[config.mk]
export PLATFORM = sky130hd
export DESIGN_NAME = lifegen_row_mem
export DESIGN_NICKNAME = d
export VERILOG_FILES = /design/src/rtl/assert_macros.svh /design/src/rtl/lifegen_row_mem.sv
export SDC_FILE = /design/constraint.sdc
export NUM_CORES = 2
export LEC_CHECK = 0
export BUFFER_PORTS_ARGS = -buffer_cell sky130_fd_sc_hd__buf_2
export CAP_MARGIN = 25
export CORE_MARGIN = 8
export CORE_UTILIZATION = 35
export DETAILED_ROUTE_END_ITERATION = 8
export SLEW_MARGIN = 15
export SYNTH_ARGS = -nofsm -noshare
export SYNTH_HDL_FRONTEND = slang
export SYNTH_SLANG_ARGS = --single-unit
[constraint.sdc]
create_clock -name aclk -period 6.9 [get_ports aclk]
set_input_delay 0.345 -clock aclk [delete_from_list [all_inputs] [get_ports aclk]]
set_output_delay 0.345 -clock aclk [all_outputs]
set_load 0.02 [all_outputs]
[src/rtl/assert_macros.svh]
// Assertion helpers used by lifegen_ctrl.
`ifndef ASSERT_MACROS_SVH
`define ASSERT_MACROS_SVH

// Clocked property check, disabled while reset is held.
`define ASSERT_CLK(label, clk, rstn, prop) \
    label: assert property (@(posedge clk) disable iff (!rstn) prop) \
        else $error("assertion failed");

// Condition that must never be true at a clock edge.
`define ASSERT_NEVER(label, clk, rstn, cond) \
    `ASSERT_CLK(label, clk, rstn, !(cond))

`endif

[src/rtl/lifegen_row_mem.sv]
// ----------------------------------------------------------------------------
// lifegen_row_mem
// Grid storage, one row of cells per word; one write port and one read port
// with registered read data (old data on a same-address collision).
// ----------------------------------------------------------------------------
`default_nettype none

module lifegen_row_mem #(
    parameter int DEPTH = 64,
    parameter int WIDTH = 64,
    localparam int AW = $clog2(DEPTH)
) (
    input  wire logic             aclk,
    input  wire logic             wr_en,
    input  wire logic [AW-1:0]    wr_addr,
    input  wire logic [WIDTH-1:0] wr_data,
    input  wire logic [AW-1:0]    rd_addr,
    output logic      [WIDTH-1:0] rd_data
);

    logic [WIDTH-1:0] mem [DEPTH];

    always_ff @(posedge aclk) begin
        if (wr_en) begin
            mem[wr_addr] <= wr_data;
        end
    end

    always_ff @(posedge aclk) begin
        rd_data <= mem[rd_addr];
    end

endmodule

`default_nettype wire

==> results by group <==
Timing
  – Layout Skew: around 0.063 ns
  – Final Hold Viols: 0
  – Tcrit/Tclk final: approximately 42%
  – Worst-Margin Slew: ~1.2 ns
  – Setup TNS: 0 ns
  – Final Max Slew Viols: 0
  – Fmax achieved: around 0.35 GHz
  – Setup violations, final: 0
  – RSZ-0062 raised after global routing: false
  – PnR worst setup slack: around 4 ns
  – Rel. slew slack: around 22%
  – Time the worst path needs with I/O delays and setup: between 2 and 3 ns

Setup path
  – Crit Path Category: in -> reg
  – Worst setup path startpoint: rd_addr[0]
  – CP max-delay cell: buf_12
  – Crit path DAT: ~3.6 ns
  – FF-to-FF Start: mem[8][44]
  – CP required: 7.68 ns
  – CP Capture Point: rd_data[9]
  – Crit. path cell count: 7
  – Worst Setup Start Kind: input port
  – Crit path buf inv count: 3
  – Critical register-to-register path endpoint: rd_data[44]
  – R2R setup slack: between 4 and 5 ns
  – Crit-path max FO: 94
  – Worst setup EP type: flop
  – CP cell instances: buf_12, buf_12, buf_12, mux4_2, a22o_1, nor2_1, a211oi_1
  – Worst R2R Path Depth: 5
  – Critical Path Most Common Cell: buf_12
  – CP peak stage delay: 0.64 ns
  – CP top delay family: buffers and inverters

CTS
  – Clock root cell: clkbuf_16
  – Clock sink total: between 4,000 and 5,000
  – Worst-Skew Late Latency: 0.96 ns
  – Htree depth: 5
  – CTS tree: built
  – CTS resizes: 0
  – Clk slew on worst S/H paths: ~0.06 ns
  – Max Root-Sink Buffers: 4
  – Num CTS Buffers: 407

Placed design
  – Post-DP HPWL: ~230 mm
  – Worst slack at placement: ~3.1 ns
  – RePlAce Congestion: 0.755
  – I/O Buffers: between 100 and 150

Worst hold path
  – Hold Path Class: in -> reg

Die
  – Die X: approximately 680 µm
  – Die height: between 600 and 700 µm
  – Initial cell density of the core: 35.1%
  – I/O pin count: about 140
  – # rows: ~250
  – Core ar.: ~450,000 µm²
  – Die ar.: approximately 470,000 µm²

Yosys
  – FFs w/ async S/R, synth: 0%
  – Most used DFF post-synth: edfxtp_1
  – Seq/Total Area, Yosys: 79.5%
  – Yosys cell types: 33
  – Most area-hungry cell type in the Yosys netlist: edfxtp_1
  – Post-synth EDFFs: just over 4,000
  – Syn_nets: 6,676
  – Largest cells by area after synthesis: edfxtp_1 (79%), mux4_2 (15%), mux2i_1 (0.86%)
  – Synthesis warning total: 0
  – Synth Register Bits: about 4,200
  – Mean Syn Cell Area: approximately 24 µm²
  – Top cell type's share of synthesized area: approximately 79%
  – Synthesized cell area: between 150,000 and 200,000 µm²
  – Cells after Synth: about 6,600

Global routing
  – First-pass GRT wire length: between 500 and 600 mm
  – Initial antenna violation count: 43
  – Vias in the first global route: 75,700
  – Global route overflow: 0
  – GR Util All Layers: between 10% and 20%
  – Largest net degree at the start of global routing: 113

Finish
  – Share of layout cells above drive strength 1: around 28%
  – Area Overhead vs Synth: 15.1%
  – Nets: 7,148

Routing
  – Final antenna-violating net count: 0
  – Vias per cell: about 5.6
  – Number of DRC markers in iteration 0: about 9,400
  – DRC errors left: 0
  – Final wirelength: approximately 430 mm
  – DR pass1 iterations: 5
  – Routed via count: around 75,000
  – Wire length per cell: 32.2 µm

Job
  – MaxCap Viol Count: 0

Pwr
  – P per Cell Area: 293 nW/µm²
  – Max VDD drop: around 0.00025 V
  – P_leak: between 0.05 and 0.06 µW

Outcome
  – Outcome: finished, final reports clean
-- worst register-to-register path: stages (launching register included) --
cell,delay [ns]
edfxtp_1,0.38
mux4_2,0.46
nor2b_1,0.14
a211oi_1,0.49
o22ai_1,0.49
and3_1,0.34
-- layout make-up --
cell class | instances | area [µm²]
Clock buffer | 543 | 11000
Tap cell | 5928 | 7420
Inverter | 19 | 71.3
Clock inverter | 215 | 2190
Multi-Input combinational cell | 2049 | 30800
Antenna cell | 15 | 37.5
Fill cell | 38600 | 265000
Timing Repair Buffer | 433 | 4200
Sequential cell | 4160 | 124000
-- repair_timing --
action,CTS,global route
endpoints found under the hold margin,34,1138
hold buffers,2,43
setup buffers,0,0
-- layer usage --
layer	vias up	share of wire, %	GRT usage, %
li1	29500	-	-
met2	3375	50	30.3
met1	41200	40	24.0
met3	644	7.0	2.18
met5	-	0.0095	0
met4	8	2.8	4.91
-- cell usage after synthesis (58+ instances only) --
cell type,count
a211oi_1,63
a22o_1,88
a22oi_1,168
and3_1,64
buf_2,170
clkbuf_1,140
dfxtp_1,64
edfxtp_1,4096
mux2i_1,135
mux4_2,1024
nand2_1,58
nor2_1,112
o22ai_1,83
-- report_power, final --
group,internal [µW],total [µW],switching (µW)
clock network,12600,22100,9500
logic,930,2500,1570
registers,28000,28100,147
-- how the worst min path moves through the flow --
stage / startpoint / endpoint / slack (ns) / cells past startpoint
final: wr_data[38] / mem[52][38] / 0.009 / 1
after global routing: wr_data[38] / mem[6][38] / 0.009 / 1
after CTS: wr_data[12] / mem[52][12] / 0.008 / 1
after detailed placement: rd_data[25] / rd_data[25] / 0.77 / 1
after global placement: rd_data[27] / rd_data[27] / 0.77 / 1
after floorplan: wr_data[0] / mem[0][0] / 0.44 / 0
-- flip-flops by register name, indices dropped and copies added, names as in the netlist --
register  count
mem        4096
rd_data      64
-- logic make-up (layout without fill, tap and decap cells) --
kind of cell / count (synthesis) / after routing / synth area share [%]
buf+inv: 389 / 1210 / 1.18
other cells: 0 / 15 / 0
mux: 1159 / 1159 / 15.6
flops: 4160 / 4160 / 79.5
compound gates: 504 / 504 / 2.48
simple gates: 386 / 386 / 1.24
-- placed cells by master, fill, tap and decap left out, drive strengths merged --
cell,netlist,routed
clkinv,0,159
nand4b,1,1
edfxtp,4096,4096
a31o,1,1
or3,29,29
nor3,2,2
dfxtp,64,64
mux2i,135,135
o221ai,38,38
inv,19,36
clkinvlp,0,5
nand3,45,45
and3,64,64
nor2b,28,28
a41oi,26,26
a31oi,18,18
a22oi,168,168
clkbuf,140,543
mux4,1024,1024
o22ai,83,83
a2bb2oi,19,19
buf,230,388
nand4,2,2
nand3b,2,2
nor2,112,112
a22o,88,88
or2,28,28
bufinv,0,34
and2,3,3
diode,0,15
or3b,1,1
nand2b,11,11
a211oi,63,63
dlygate4sd3,0,45
nand2,58,58
-- per-stage QoR --
stage	instances	total power, µW	hold slack [ns]	cell area [µm²]	util (%)
3_3_place_gp	12500	31100	0.770	165000	37.1
6_report	13400	52700	0.00939	180000	40.4
4_1_cts	13300	53000	0.00812	179000	40.1
2_1_floorplan	6598	29900	0.444	156000	-
3_5_place_dp	12500	31100	0.768	165000	37.2
5_1_grt	13300	54100	0.00922	180000	40.4
No activity file was read; power rests on OpenSTA's default activity.
