==> config.mk <==
export PLATFORM = sky130hd
export DESIGN_NAME = lifegen_ctrl
export DESIGN_NICKNAME = d
export VERILOG_FILES = /design/src/rtl/lifegen_pkg.sv /design/src/rtl/lifegen_row_rule.sv /design/src/rtl/lifegen_ctrl.sv
export VERILOG_INCLUDE_DIRS = /design/src /design/src/rtl
export SDC_FILE = /design/constraint.sdc
export NUM_CORES = 2
export LEC_CHECK = 0
export BUFFER_PORTS_ARGS = -buffer_cell sky130_fd_sc_hd__buf_2
export CORE_UTILIZATION = 46
export CTS_BUF_LIST = sky130_fd_sc_hd__clkbuf_8
export CTS_CLUSTER_SIZE = 10
export DETAILED_ROUTE_END_ITERATION = 8
export SLEW_MARGIN = 30
export SYNTH_ARGS = -nofsm -noshare
export SYNTH_HDL_FRONTEND = slang
export SYNTH_SLANG_ARGS = --single-unit
==> constraint.sdc <==
create_clock -name aclk -period 13 [get_ports aclk]
set_input_delay 1.95 -clock aclk [delete_from_list [all_inputs] [get_ports aclk]]
set_output_delay 1.95 -clock aclk [all_outputs]
set_load 0.02 [all_outputs]
==> src/rtl/assert_macros.svh <==
// Assertion helpers used by lifegen_ctrl.
`ifndef ASSERT_MACROS_SVH
`define ASSERT_MACROS_SVH

// Clocked property check, disabled while reset is held.
`define ASSERT_CLK(label, clk, rstn, prop) \
    label: assert property (@(posedge clk) disable iff (!rstn) prop) \
        else $error("assertion failed");

// Condition that must never be true at a clock edge.
`define ASSERT_NEVER(label, clk, rstn, cond) \
    `ASSERT_CLK(label, clk, rstn, !(cond))

`endif

==> src/rtl/lifegen_pkg.sv <==
// ----------------------------------------------------------------------------
// lifegen_pkg
// Shared types and constants of the life generation step block.
// ----------------------------------------------------------------------------
`default_nettype none

package lifegen_pkg;

    typedef enum logic [1:0] {
        OP_WRITE = 2'd0,
        OP_READ  = 2'd1,
        OP_STEP  = 2'd2,
        OP_NOP   = 2'd3
    } lifegen_op_t;

    typedef enum logic {
        REG_COLUMNS = 1'b0,
        REG_ROWS    = 1'b1
    } lifegen_reg_t;

    typedef enum logic [3:0] {
        ST_CLEAR,
        ST_IDLE,
        ST_CELL_RD,
        ST_CELL_MOD,
        ST_GEN_PRE0,
        ST_GEN_PRE1,
        ST_GEN_PRE2,
        ST_GEN_ROW,
        ST_DONE
    } lifegen_state_t;

    typedef struct packed {
        logic        valid;
        logic        read_value;
        logic [1:0]  opcode;
    } lifegen_result_t;

    localparam logic [3:0] BIRTH_COUNT   = 4'd3;
    localparam logic [3:0] SURVIVE_COUNT = 4'd2;
    localparam int         MIN_SIZE      = 3;
    localparam logic [6:0] SIZE_RESET    = 7'd64;

endpackage

`default_nettype wire

==> src/rtl/lifegen_row_rule.sv <==
// ----------------------------------------------------------------------------
// lifegen_row_rule
// B3/S23 update of one full row: one lane per column, horizontal wrap at the
// active column count, columns outside the active region pass through.
// ----------------------------------------------------------------------------
`default_nettype none

module lifegen_row_rule #(
    parameter int MAX_COLUMNS = 64,
    localparam int CIW = $clog2(MAX_COLUMNS + 1),
    localparam int CAW = $clog2(MAX_COLUMNS)
) (
    input  wire logic [CIW-1:0]         cols_use,
    input  wire logic [MAX_COLUMNS-1:0] prior_row,
    input  wire logic [MAX_COLUMNS-1:0] cur_row,
    input  wire logic [MAX_COLUMNS-1:0] below_row,
    output logic      [MAX_COLUMNS-1:0] next_row
);
    import lifegen_pkg::*;

    logic [CAW-1:0] last_col;
    logic           p_last;
    logic           c_last;
    logic           b_last;

    assign last_col = CAW'(cols_use - 1'b1);
    assign p_last   = prior_row[last_col];
    assign c_last   = cur_row[last_col];
    assign b_last   = below_row[last_col];

    for (genvar c = 0; c < MAX_COLUMNS; c++) begin : g_lane
        localparam logic [CIW-1:0] LANE = CIW'(c);
        logic       pl, pr, cl, cr, bl, br;
        logic [3:0] n;

        if (c == 0) begin : g_left_wrap
            assign pl = p_last;
            assign cl = c_last;
            assign bl = b_last;
        end else begin : g_left
            assign pl = prior_row[c-1];
            assign cl = cur_row[c-1];
            assign bl = below_row[c-1];
        end

        if (c == MAX_COLUMNS - 1) begin : g_right_wrap
            assign pr = prior_row[0];
            assign cr = cur_row[0];
            assign br = below_row[0];
        end else begin : g_right
            logic wrap_r;
            assign wrap_r = (LANE == cols_use - 1'b1);
            assign pr = wrap_r ? prior_row[0] : prior_row[c+1];
            assign cr = wrap_r ? cur_row[0]   : cur_row[c+1];
            assign br = wrap_r ? below_row[0] : below_row[c+1];
        end

        assign n = 4'(pl) + 4'(prior_row[c]) + 4'(pr)
                 + 4'(cl) + 4'(cr)
                 + 4'(bl) + 4'(below_row[c]) + 4'(br);

        assign next_row[c] = (LANE < cols_use)
                           ? ((n == BIRTH_COUNT) || (cur_row[c] && (n == SURVIVE_COUNT)))
                           : cur_row[c];
    end

endmodule

`default_nettype wire

==> src/rtl/lifegen_ctrl.sv <==
// ----------------------------------------------------------------------------
// lifegen_ctrl
// Sequencer: clearing pass, single-cell read-modify-write, and the row by row
// generation sweep with prior, current and saved top row registers.
// ----------------------------------------------------------------------------
`default_nettype none
`include "assert_macros.svh"

module lifegen_ctrl #(
    parameter int MAX_COLUMNS = 64,
    parameter int MAX_ROWS = 64,
    localparam int CIW = $clog2(MAX_COLUMNS + 1),
    localparam int RIW = $clog2(MAX_ROWS + 1),
    localparam int CAW = $clog2(MAX_COLUMNS),
    localparam int AW  = $clog2(MAX_ROWS)
) (
    input  wire logic                          aclk,
    input  wire logic                          aresetn,
    input  wire logic                          s_valid,
    output logic                               s_ready,
    input  wire logic [1:0]                    s_opcode,
    input  wire logic [5:0]                    s_col_index,
    input  wire logic [5:0]                    s_row_index,
    input  wire logic                          s_write_value,
    input  wire logic [CIW-1:0]                cols_use,
    input  wire logic [RIW-1:0]                rows_use,
    output lifegen_pkg::lifegen_result_t       res,
    input  wire logic                          slot_free,
    output logic                               wr_en,
    output logic      [AW-1:0]                 wr_addr,
    output logic      [MAX_COLUMNS-1:0]        wr_data,
    output logic      [AW-1:0]                 rd_addr,
    input  wire logic [MAX_COLUMNS-1:0]        rd_data
);
    import lifegen_pkg::*;

    localparam int IXW = (CIW > 6) ? CIW : 6;
    localparam int IYW = (RIW > 6) ? RIW : 6;

    lifegen_state_t state_reg, state_next;

    logic [AW-1:0]          row_cnt_reg;
    logic [1:0]             item_op_reg;
    logic [5:0]             item_col_reg;
    logic [5:0]             item_row_reg;
    logic                   item_wv_reg;
    logic                   rv_reg;
    logic [MAX_COLUMNS-1:0] prior_reg;
    logic [MAX_COLUMNS-1:0] cur_reg;
    logic [MAX_COLUMNS-1:0] top_reg;

    logic [MAX_COLUMNS-1:0] below_row;
    logic [MAX_COLUMNS-1:0] rule_row;
    logic [MAX_COLUMNS-1:0] cell_row;
    logic [AW-1:0]          item_row_addr;
    logic [CAW-1:0]         item_col_bit;
    logic                   in_view;
    logic                   last_row;
    logic                   clear_last;
    logic                   step_req;
    logic                   sweep_end;

    assign item_row_addr = AW'(item_row_reg);
    assign item_col_bit  = CAW'(item_col_reg);
    assign in_view       = (IXW'(item_col_reg) < IXW'(cols_use))
                        && (IYW'(item_row_reg) < IYW'(rows_use));
    assign last_row      = (RIW'(row_cnt_reg) == rows_use - 1'b1);
    assign clear_last    = (row_cnt_reg == AW'(MAX_ROWS - 1));
    assign step_req      = s_valid && s_ready && (s_opcode == OP_STEP);
    assign sweep_end     = (state_reg == ST_GEN_ROW) && last_row;

    // last row of the sweep sees the old row 0 from the saved copy
    assign below_row = last_row ? top_reg : rd_data;

    lifegen_row_rule #(
        .MAX_COLUMNS (MAX_COLUMNS)
    ) u_rule (
        .cols_use  (cols_use),
        .prior_row (prior_reg),
        .cur_row   (cur_reg),
        .below_row (below_row),
        .next_row  (rule_row)
    );

    always_comb begin
        cell_row = rd_data;
        cell_row[item_col_bit] = item_wv_reg;
    end

    // next state
    always_comb begin
        state_next = state_reg;
        unique case (state_reg)
            ST_CLEAR: begin
                if (clear_last) state_next = ST_IDLE;
            end
            ST_IDLE: begin
                if (s_valid) begin
                    unique case (s_opcode)
                        OP_WRITE, OP_READ: state_next = ST_CELL_RD;
                        OP_STEP:           state_next = ST_GEN_PRE0;
                        default:           state_next = ST_DONE;
                    endcase
                end
            end
            ST_CELL_RD:  state_next = ST_CELL_MOD;
            ST_CELL_MOD: state_next = ST_DONE;
            ST_GEN_PRE0: state_next = ST_GEN_PRE1;
            ST_GEN_PRE1: state_next = ST_GEN_PRE2;
            ST_GEN_PRE2: state_next = ST_GEN_ROW;
            ST_GEN_ROW: begin
                if (last_row) state_next = ST_DONE;
            end
            ST_DONE: begin
                if (slot_free) state_next = ST_IDLE;
            end
            default: state_next = ST_CLEAR;
        endcase
    end

    // outputs
    always_comb begin
        s_ready        = 1'b0;
        rd_addr        = '0;
        wr_en          = 1'b0;
        wr_addr        = row_cnt_reg;
        wr_data        = rule_row;
        res.valid      = 1'b0;
        res.read_value = rv_reg;
        res.opcode     = item_op_reg;
        unique case (state_reg)
            ST_CLEAR: begin
                wr_en   = 1'b1;
                wr_data = '0;
            end
            ST_IDLE: s_ready = 1'b1;
            ST_CELL_RD: rd_addr = item_row_addr;
            ST_CELL_MOD: begin
                rd_addr = item_row_addr;
                wr_en   = (item_op_reg == OP_WRITE) && in_view;
                wr_addr = item_row_addr;
                wr_data = cell_row;
            end
            ST_GEN_PRE0: rd_addr = AW'(rows_use - 1'b1);
            ST_GEN_PRE1: rd_addr = '0;
            ST_GEN_PRE2: rd_addr = AW'(1);
            ST_GEN_ROW: begin
                // fetch two ahead: row r+1 is already in rd_data
                rd_addr = row_cnt_reg + AW'(2);
                wr_en   = 1'b1;
            end
            ST_DONE: res.valid = 1'b1;
            default: ;
        endcase
    end

    always_ff @(posedge aclk) begin
        if (!aresetn) begin
            state_reg   <= ST_CLEAR;
            row_cnt_reg <= '0;
        end else begin
            state_reg <= state_next;
            unique case (state_reg)
                ST_CLEAR:    row_cnt_reg <= clear_last ? '0 : row_cnt_reg + 1'b1;
                ST_GEN_PRE2: row_cnt_reg <= '0;
                ST_GEN_ROW:  row_cnt_reg <= row_cnt_reg + 1'b1;
                default: ;
            endcase
        end
    end

    always_ff @(posedge aclk) begin
        unique case (state_reg)
            ST_IDLE: begin
                if (s_valid) begin
                    item_op_reg  <= s_opcode;
                    item_col_reg <= s_col_index;
                    item_row_reg <= s_row_index;
                    item_wv_reg  <= s_write_value;
                    rv_reg       <= 1'b0;
                end
            end
            ST_CELL_MOD: begin
                rv_reg <= (item_op_reg == OP_READ) && in_view && rd_data[item_col_bit];
            end
            ST_GEN_PRE1: prior_reg <= rd_data;
            ST_GEN_PRE2: begin
                top_reg <= rd_data;
                cur_reg <= rd_data;
            end
            ST_GEN_ROW: begin
                prior_reg <= cur_reg;
                cur_reg   <= below_row;
            end
            default: ;
        endcase
    end

    `ASSERT_CLK(a_step_starts, aclk, aresetn, step_req |=> (state_reg == ST_GEN_PRE0))
    `ASSERT_NEVER(a_no_write_when_ready, aclk, aresetn, wr_en && s_ready)
    `ASSERT_CLK(a_result_holds, aclk, aresetn, (res.valid && !slot_free) |=> res.valid)
    `ASSERT_CLK(a_sweep_ends, aclk, aresetn, sweep_end |=> (state_reg == ST_DONE))

endmodule

`default_nettype wire

==> results.yml <==
detailed_routing:
  via_count: 25000
  drtIter0Drc: 2791
  wl_met1_um: 42800
  wl_met2_um: 50500
  routed.top_layer: "met5"
  viasPerCell: 6.41
  ant_nets: 0
  met3_length_um: 12100
  drc: 14
  drt-wirelength-per-cell_um: 28.8
  wl_um: 112000
  dr.pass1.iters: 9
clock_network:
  cts_buffers: 45
  hold_buffers: 0
  clock_latency_ns: 0.64
  cts-root-buf: "clkbuf_8"
  cts_buffer_depth: 3
  tritoncts: "done"
  clock-sinks: 218
  cts-resized-gates: 0
  h-tree-depth: 2
  path_clk_slew_ns: 0.06
  postCtsSetupBuffers: 0
yosys:
  yosys_warnings: 0
  synth_seq_cells: 218
  ys_seq_area_frac: 0.233
  netlist.area_leader.share: 0.225
  synthTopCellsByArea: "edfxtp_1 23%, fa_1 18%, mux2i_1 11%, ha_1 9.5%, inv_1 5.1%"
  synth_area_um2: 27700
  syn_avg_cell_area_um2: 9.36
  synth_cell_type_count: 73
  synth_top_cell_by_area: "edfxtp_1"
  synth.net_count: 3527
  ys_async_sr_fraction: 0
  ys.flop_type: "edfxtp_1"
  synthesis.instances: 2963
  synth_edf_count: 208
timing:
  fmax_mhz: 90.8
  hold_violations: 0
  fin_crit_sh: 0.847
  worst_slew_pin_slew_ns: 1.05
  timing.setup.tns_ns: 0
  skew_ns: 0.0225
  maxSlewViolCount: 0
  min_period_ns: 11.01
  rsz0062_at_grt: "false"
  fin_ws_ns: 1.99
  relSlewSlack: 0.298
  setup_violations: 0
run:
  drv_cap: 0
global_routing:
  gr-total-overflow: 0
  grt_pass1_vias: 24700
  grt_first_pass_wirelength_um: 163000
  antenna_found_initial: 9
  grt_max_degree: 100
  track_usage: 0.366
place:
  place.gp.congestion: 1.02
  io_buffers: 178
  place_ws_ns: 2.22
  place_area_um2: 29400
  dp_hpwl_um: 81900
setup_path:
  crit_path_max_fanout: 39
  cpPeakStageDelay_ns: 0.86
  reg2reg_depth: 7
  endpoint: "wr_data[0]"
  r2r_start: "row_cnt_reg[0]"
  crit_type: "in2out"
  reg2reg_slack_ns: 9.27
  cp-start-kind: "input port"
  worstSetupEndpointType: "primary output"
  arrival_ns: 9.06
  crit_slowest_cell: "ha_4"
  r2r_end: "cur_reg[13]"
  crit_path_cell_trace: "buf_4 -> inv_1 -> ha_4 -> clkinv_1 -> nand2_1 -> o22ai_1 -> nand2_1 -> mux2i_1 -> a2111oi_2 -> and4_1 -> nor3b_1 -> nand4_1 -> fa_1 -> inv_1 -> fa_1 -> inv_1 -> fa_1 -> a2111oi_0 -> a21oi_1 -> o21ai_0 -> nand2_1 -> o22ai_1 -> buf_2"
  critPathRequiredTime_ns: 11.05
  crit_start: "cols_use[0]"
layout:
  nets: 3652
  multi_input_area_um2: 19400
  utilization: 0.509
  fin_area_um2: 30200
  seqCellArea_um2: 6450
  num-fill-cells: 5558
  syn_to_final_growth_pct: 8.83
  drive_gt1_frac: 0.124
pwr:
  p_per_area_nw_per_um2: 66.0
  p_leak_nw: 12.6
  peakVddDrop_v: 0.0000619
die:
  die_y_um: 247
  dieArea_um2: 61200
  core_um2: 59200
  initial_core_util: 0.468
  rows: 89
  num_io_pins: 179
  die_x_um: 247
run_status:
  status: "finished, violations left"
  violations: "DRC"
hold_path:
  hold_path_class: "reg2reg"
-- worst min-delay path by stage --
stage	startpoint	end	slack [ns]	depth (start not counted)
floorplan	row_cnt_reg[1]	row_cnt_reg[1]	0.52	2
global placement	row_cnt_reg[1]	row_cnt_reg[1]	0.58	2
CTS	row_cnt_reg[1]	row_cnt_reg[1]	0.60	2
finish	row_cnt_reg[1]	row_cnt_reg[1]	0.63	2
global route	row_cnt_reg[1]	row_cnt_reg[1]	0.64	2
detailed placement	row_cnt_reg[1]	row_cnt_reg[1]	0.60	2
-- report_power, final --
group / switching, mW / internal [mW]
Combinational: 0.337 / 0.198
Sequential: 0.00235 / 0.769
Clock: 0.354 / 0.330
Total: 0.694 / 1.30
-- worst max-delay path, delay by kind of cell --
family,cells,cell delay [ns]
AOI/OAI and AO/OA,6,1.34
buffers and inverters,6,2.14
muxes,1,0.10
adders and majority gates,4,1.91
and+or+nand+nor,6,1.55
-- area by class of cell --
type | count | area share
clock buffer | 47 | 0.0214
timing repair buffer | 220 | 0.0402
clock inverter | 28 | 0.00377
sequential | 218 | 0.214
tap | 773 | 0.0321
antenna | 7 | 0.000581
inverter | 375 | 0.0467
multi-input combinational | 2228 | 0.642
-- synthesized netlist by cell type, types with 8 or more instances --
library cell	n
a211oi_1	10
a21o_1	8
a21oi_1	98
a311oi_1	8
a31oi_1	22
and2_1	10
and3_1	12
buf_1	14
clkbuf_1	112
dfxtp_1	10
edfxtp_1	208
fa_1	256
ha_1	211
inv_1	374
mux2_2	39
mux2i_1	301
mux4_2	37
nand2_1	311
nand2b_1	41
nand3_1	40
nor2_1	196
nor2b_1	66
nor3_1	53
nor3b_1	8
nor4_1	9
o211ai_1	23
o21ai_0	257
o221ai_1	11
o22ai_1	88
or2_2	8
xnor2_1	13
-- per-stage QoR --
| stage | cells | hold slack, ns | power [mW] |
|---|---|---|---|
| floorplan | 2963 | 0.517 | 1.13 |
| global placement | 3814 | 0.577 | 1.29 |
| detailed placement | 3814 | 0.596 | 1.31 |
| CTS | 3889 | 0.605 | 1.98 |
| global route | 3891 | 0.644 | 2.07 |
| finish | 3896 | 0.629 | 1.99 |
-- layout by cell type (no fill, tap or decap), types with 11 or more instances in the layout --
master    count
inv_1       386
nand2_1     309
mux2i_1     300
o21ai_0     257
fa_1        256
ha_1        210
edfxtp_1    208
nor2_1      192
buf_2       177
a21oi_1      98
o22ai_1      88
nor2b_1      66
nor3_1       51
clkbuf_8     47
buf_4        42
nand2b_1     41
nand3_1      40
mux2_2       39
mux4_2       37
o211ai_1     23
a31oi_1      22
xnor2_1      13
and3_1       12
o221ai_1     11
-- layer usage --
layer  global-route usage  up-vias
met5                    0        -
met4                0.187       12
met3               0.0808      391
met2                0.576     1583
met1                0.472    12400
li1                     -    10600
-- logic make-up after synthesis --
group	after synthesis	synth area share
buffers and inverters	517	0.0732
adder cells (fa/ha/maj)	467	0.280
AND/OR/NAND/NOR	780	0.128
XOR/XNOR	20	0.00632
AO/OA/AOI/OAI	580	0.123
flip-flops	218	0.233
multiplexers	381	0.157
(Power assumes the default switching activity.)
